### src/rtl/core/rgbc_pkg.sv
package rgbc_pkg;

  localparam int CH_W        = 8;
  localparam int NUM_CH      = 3;
  localparam int PIX_W       = NUM_CH * CH_W;
  localparam int LB_W        = 2 * PIX_W;
  localparam int KERNEL_SIZE = 3;

  localparam int COEF_W         = 12;
  localparam int COEF_FRAC_BITS = 8;
  // 12-bit signed coef times 8-bit pixel fits 20 bits; three of them 22, nine 24
  localparam int PROD_W = 20;
  localparam int COL_W  = 22;
  localparam int SUM_W  = 24;

  localparam int CFG_W        = KERNEL_SIZE * COEF_W;
  localparam int CFG_IDX_W    = 3;
  localparam int SIZE_W       = 11;
  localparam int SIZE_RESET   = 32;
  localparam int HEIGHT_LIMIT = 1024;
  localparam int ROW_W        = $clog2(HEIGHT_LIMIT);

  localparam int DEF_MAX_WIDTH = 1024;

  typedef enum logic [CFG_IDX_W-1:0] {
    REG_COEF_TOP    = 3'd0,
    REG_COEF_MIDDLE = 3'd1,
    REG_COEF_BOTTOM = 3'd2,
    REG_WIDTH       = 3'd3,
    REG_HEIGHT      = 3'd4
  } reg_idx_t;

  // channel 0 is red, in the low bits
  typedef logic [NUM_CH-1:0][CH_W-1:0] rgb_t;
  // one window column, element 0 is the top row
  typedef rgb_t [KERNEL_SIZE-1:0] col_t;

  typedef logic signed [COEF_W-1:0] coef_t;
  typedef coef_t [KERNEL_SIZE-1:0] coef_col_t;

  typedef logic signed [COL_W-1:0] csum_t;
  typedef csum_t [NUM_CH-1:0] csum_vec_t;

  typedef struct packed {
    logic step;   // whole pipeline advances
    logic shift;  // a new column enters the window
  } cell_ctl_t;

  function automatic logic [CH_W-1:0] clamp_chan(input logic signed [SUM_W-1:0] s);
    logic signed [SUM_W-1:0] sh;
    logic [CH_W-1:0] r;
    sh = s >>> COEF_FRAC_BITS;
    if (s[SUM_W-1]) begin
      r = '0;
    end else if (sh[SUM_W-1:CH_W] != '0) begin
      r = '1;
    end else begin
      r = sh[CH_W-1:0];
    end
    return r;
  endfunction

endpackage

### src/rtl/core/rgbc_cell.sv
module rgbc_cell import rgbc_pkg::*; (
  input  logic      clk,
  input  cell_ctl_t ctl,
  input  col_t      col_in,
  input  coef_col_t coef,
  output col_t      col_out,
  output csum_vec_t col_sum
);

  col_t                    col_q;
  logic signed [PROD_W-1:0] prod_q    [KERNEL_SIZE][NUM_CH];
  logic signed [PROD_W-1:0] prod_next [KERNEL_SIZE][NUM_CH];
  csum_vec_t               sum_q;
  csum_vec_t               sum_next;

  always_comb begin
    for (int r = 0; r < KERNEL_SIZE; r++) begin
      for (int ch = 0; ch < NUM_CH; ch++) begin
        prod_next[r][ch] = PROD_W'($signed(coef[r]))
                         * $signed(PROD_W'({1'b0, col_q[r][ch]}));
      end
    end
  end

  always_comb begin
    logic signed [COL_W-1:0] acc;
    for (int ch = 0; ch < NUM_CH; ch++) begin
      acc = '0;
      for (int r = 0; r < KERNEL_SIZE; r++) begin
        acc = acc + COL_W'(prod_q[r][ch]);
      end
      sum_next[ch] = acc;
    end
  end

  always_ff @(posedge clk) begin
    if (ctl.shift) begin
      col_q <= col_in;
    end
    if (ctl.step) begin
      prod_q <= prod_next;
      sum_q  <= sum_next;
    end
  end

  assign col_out = col_q;
  assign col_sum = sum_q;

endmodule

### config.mk
export PLATFORM = sky130hd
export DESIGN_NAME = rgbc_cell
export DESIGN_NICKNAME = d
export VERILOG_FILES = /design/src/rtl/core/rgbc_pkg.sv /design/src/rtl/core/rgbc_cell.sv
export SDC_FILE = /design/constraint.sdc
export NUM_CORES = 2
export LEC_CHECK = 0
export BUFFER_PORTS_ARGS = -buffer_cell sky130_fd_sc_hd__buf_2
export CAP_MARGIN = 10
export CORE_MARGIN = 4
export CORE_UTILIZATION = 69
export CTS_BUF_LIST = sky130_fd_sc_hd__clkbuf_8
export CTS_CLUSTER_SIZE = 14
export DETAILED_ROUTE_END_ITERATION = 10
export HOLD_SLACK_MARGIN = 0.02
export MAX_ROUTING_LAYER = met4
export PLACE_DENSITY_LB_ADDON = 0.05
export REMOVE_ABC_BUFFERS = 1
export SLEW_MARGIN = 20
export SYNTH_ARGS = -nofsm -noshare
export SYNTH_HDL_FRONTEND = slang
export SYNTH_SLANG_ARGS = --single-unit
### constraint.sdc
create_clock -name clk -period 12.4 [get_ports clk]
set_input_delay 1.24 -clock clk [delete_from_list [all_inputs] [get_ports clk]]
set_output_delay 1.24 -clock clk [all_outputs]
set_load 0.01 [all_outputs]
==> flow_summary.ini <==
[cells_and_area]
drive_above_1_share_pct = 7.71
nNetsFinal = 5958
syn_to_final_growth_pct = 6.59

[floorplan]
initial_core_util_pct = 69.6
core-area_mm2 = 0.0645
die_h_um = 263
io-pin-count = 249
dieWidth_um = 263
die_area_mm2 = 0.0692
row_count = 93

[logic_synthesis]
yosys_register_bits = 318
synth_top_area_cell = fa_1
avgSynthCellArea_um2 = 9.92
yosysWarnings = 0
syn_area_mm2 = 0.0449
synth-edff-count = 318
synth.area.top_cells = fa_1, edfxtp_1, ha_1
synthCells = 4525
synth-async-reset-ratio_pct = 0
synth_top_area_share_pct = 33.3
synth.most_common_cell = inv_1
ys_top_cells_by_count = inv_1, fa_1, nand2_1, and2_1, ha_1
synth_flop_cell = edfxtp_1
yosysSeqAreaShare_pct = 21.3
ys_types = 65

[timing]
relSlewSlack_pct = 27.9
fin_setup_tns_ps = 0
clock_skew_ps = 61.9
period_needed_ps = 5420
setup_viol = 0
rsz0062_at_grt = no
max_freq_ghz = 0.185
worst_pin_slew_ps = 1080
period_share_pct = 43.7
maxSlewViolCount = 0
hold_viol = 0

[cts]
tritoncts = built
cts_hold_buf = 0
ctsResizeCount = 0
cts_num_sinks = 318
path_clk_slew_ps = 60
numCtsBuffers = 58
post_cts_buffers = 0
clockBufferDepth = 3
insertion_delay_ps = 710
h-tree-depth = 2
root_buffer = clkbuf_8

[setup_path]
crit_type = input pin to flip-flop
crit_required_ps = 12840
slowest_stage = fa_1
cp-end-kind = flip-flop
cp_common_cell = fa_1
critPathBufInv = 4
cp_slowest_stage_delay_ps = 560
worstPathArrival_ps = 5860
timing.rr.start = col_out[24]
critical_path.top_delay_family = adder cells
reg2reg_slack_ps = 7180
worstSetupStartpointType = input pin
ff2ff_path_depth = 15
worstPathCellList = buf_2, nand2_1, fa_1, inv_1, fa_1, fa_1, inv_1, fa_1, inv_1, ha_1, o21a_1, nor2_1, a21oi_2, a311o_1, a311o_1, xor2_1
critPathMaxFanout = 24
cp_num_cells = 16
reg2reg_to = prod_q[117]

[global_routing]
grt_max_degree = 88
grt_pass1_wl_mm = 168
grt-ovfl-total = 0
antenna_found_initial = 5
first_global_vias = 32400
grt_use_total_pct = 31.1

[drt]
drcViolationCount = 0
vias = 30900
wirelength_mm = 102
avgRoutedWirePerCell_um = 18.2
drtIter0Drc = 2021
vias_per_cell = 5.53
first_pass_iters = 6
ant_nets = 0

[place]
port-buffer-count = 248
hpwl_mm = 79.9
gp_congestion = 0.940

[outcome]
status = finished clean

[worst_hold_path]
hold_end = col_out[57]
hp-start = col_in[57]
min_path_type = input pin to flip-flop
whs_path_depth = 1

[job]
maxCapViolations = 0
==> through the flow <==
stage,cell area [µm²],worst slack (ps),utilization [%],cells,hold slack [ps]
2_1_floorplan,44300,7140,-,4378,680
3_3_place_gp,46700,6430,72.4,5484,751
3_5_place_dp,46700,6360,72.4,5484,739
4_1_cts,47800,7090,74.2,5591,647
5_1_grt,47800,6760,74.2,5592,678
6_report,47800,6980,74.2,5592,708
==> routing by layer <==
metal	part of all wire (%)	global-route usage, %	up-vias
met3	8.0	5.27	165
met4	2.8	8.74	0
met2	48	49.8	1010
li1	-	-	14200
met5	0	-	-
met1	41	41.8	15500
==> sequential cells by signal, indices dropped and copies added (netlist names) <==
name / cells
col_sum: 66
prod_q: 180
col_out: 72
==> kinds of logic after synthesis <==
kind of cell | Yosys count | synth area share (%)
buf+inv | 1244 | 10.4
xor+xnor | 208 | 4.06
mux | 5 | 0.112
fa+ha+maj | 1158 | 44.8
flops | 318 | 21.3
compound gates | 425 | 6.31
simple gates | 1167 | 13.1
==> cell type report <==
| class | instances | area (µm²) |
|---|---|---|
| Fill cell | 4750 | 16600 |
| Timing Repair Buffer | 251 | 1280 |
| Inverter | 1097 | 4120 |
| Clock buffer | 58 | 798 |
| Multi-Input combinational cell | 2963 | 30700 |
| Clock inverter | 49 | 364 |
| Sequential cell | 318 | 9550 |
| Antenna cell | 1 | 2.50 |
| Tap cell | 855 | 1070 |
==> how the worst max path moves through the flow <==
stage	from	end	slack [ps]
final	coef[33]	prod_q[38]	6980
after global routing	coef[23]	prod_q[79]	6760
after CTS	coef[23]	prod_q[79]	7090
after detailed placement	coef[35]	prod_q[16]	6360
after global placement	coef[31]	prod_q[38]	6430
after floorplan	coef[23]	prod_q[117]	7140
==> cell usage in the layout (no fill, tap or decap), types with 23 or more instances in the layout <==
| cell type | n |
|---|---|
| a21o_1 | 67 |
| o21a_1 | 28 |
| ha_1 | 411 |
| inv_1 | 1103 |
| o21bai_1 | 24 |
| fa_1 | 747 |
| xnor2_1 | 146 |
| nor2_1 | 90 |
| a21oi_1 | 120 |
| o21ai_0 | 56 |
| nand2_1 | 473 |
| clkbuf_8 | 58 |
| and3_1 | 24 |
| edfxtp_1 | 318 |
| buf_2 | 246 |
| nor3_1 | 34 |
| and2_1 | 443 |
| xor2_1 | 62 |
| nand2b_1 | 23 |
Power is not shown: default switching activity piles up to over one toggle a cycle in this logic, so the estimate is an artifact.
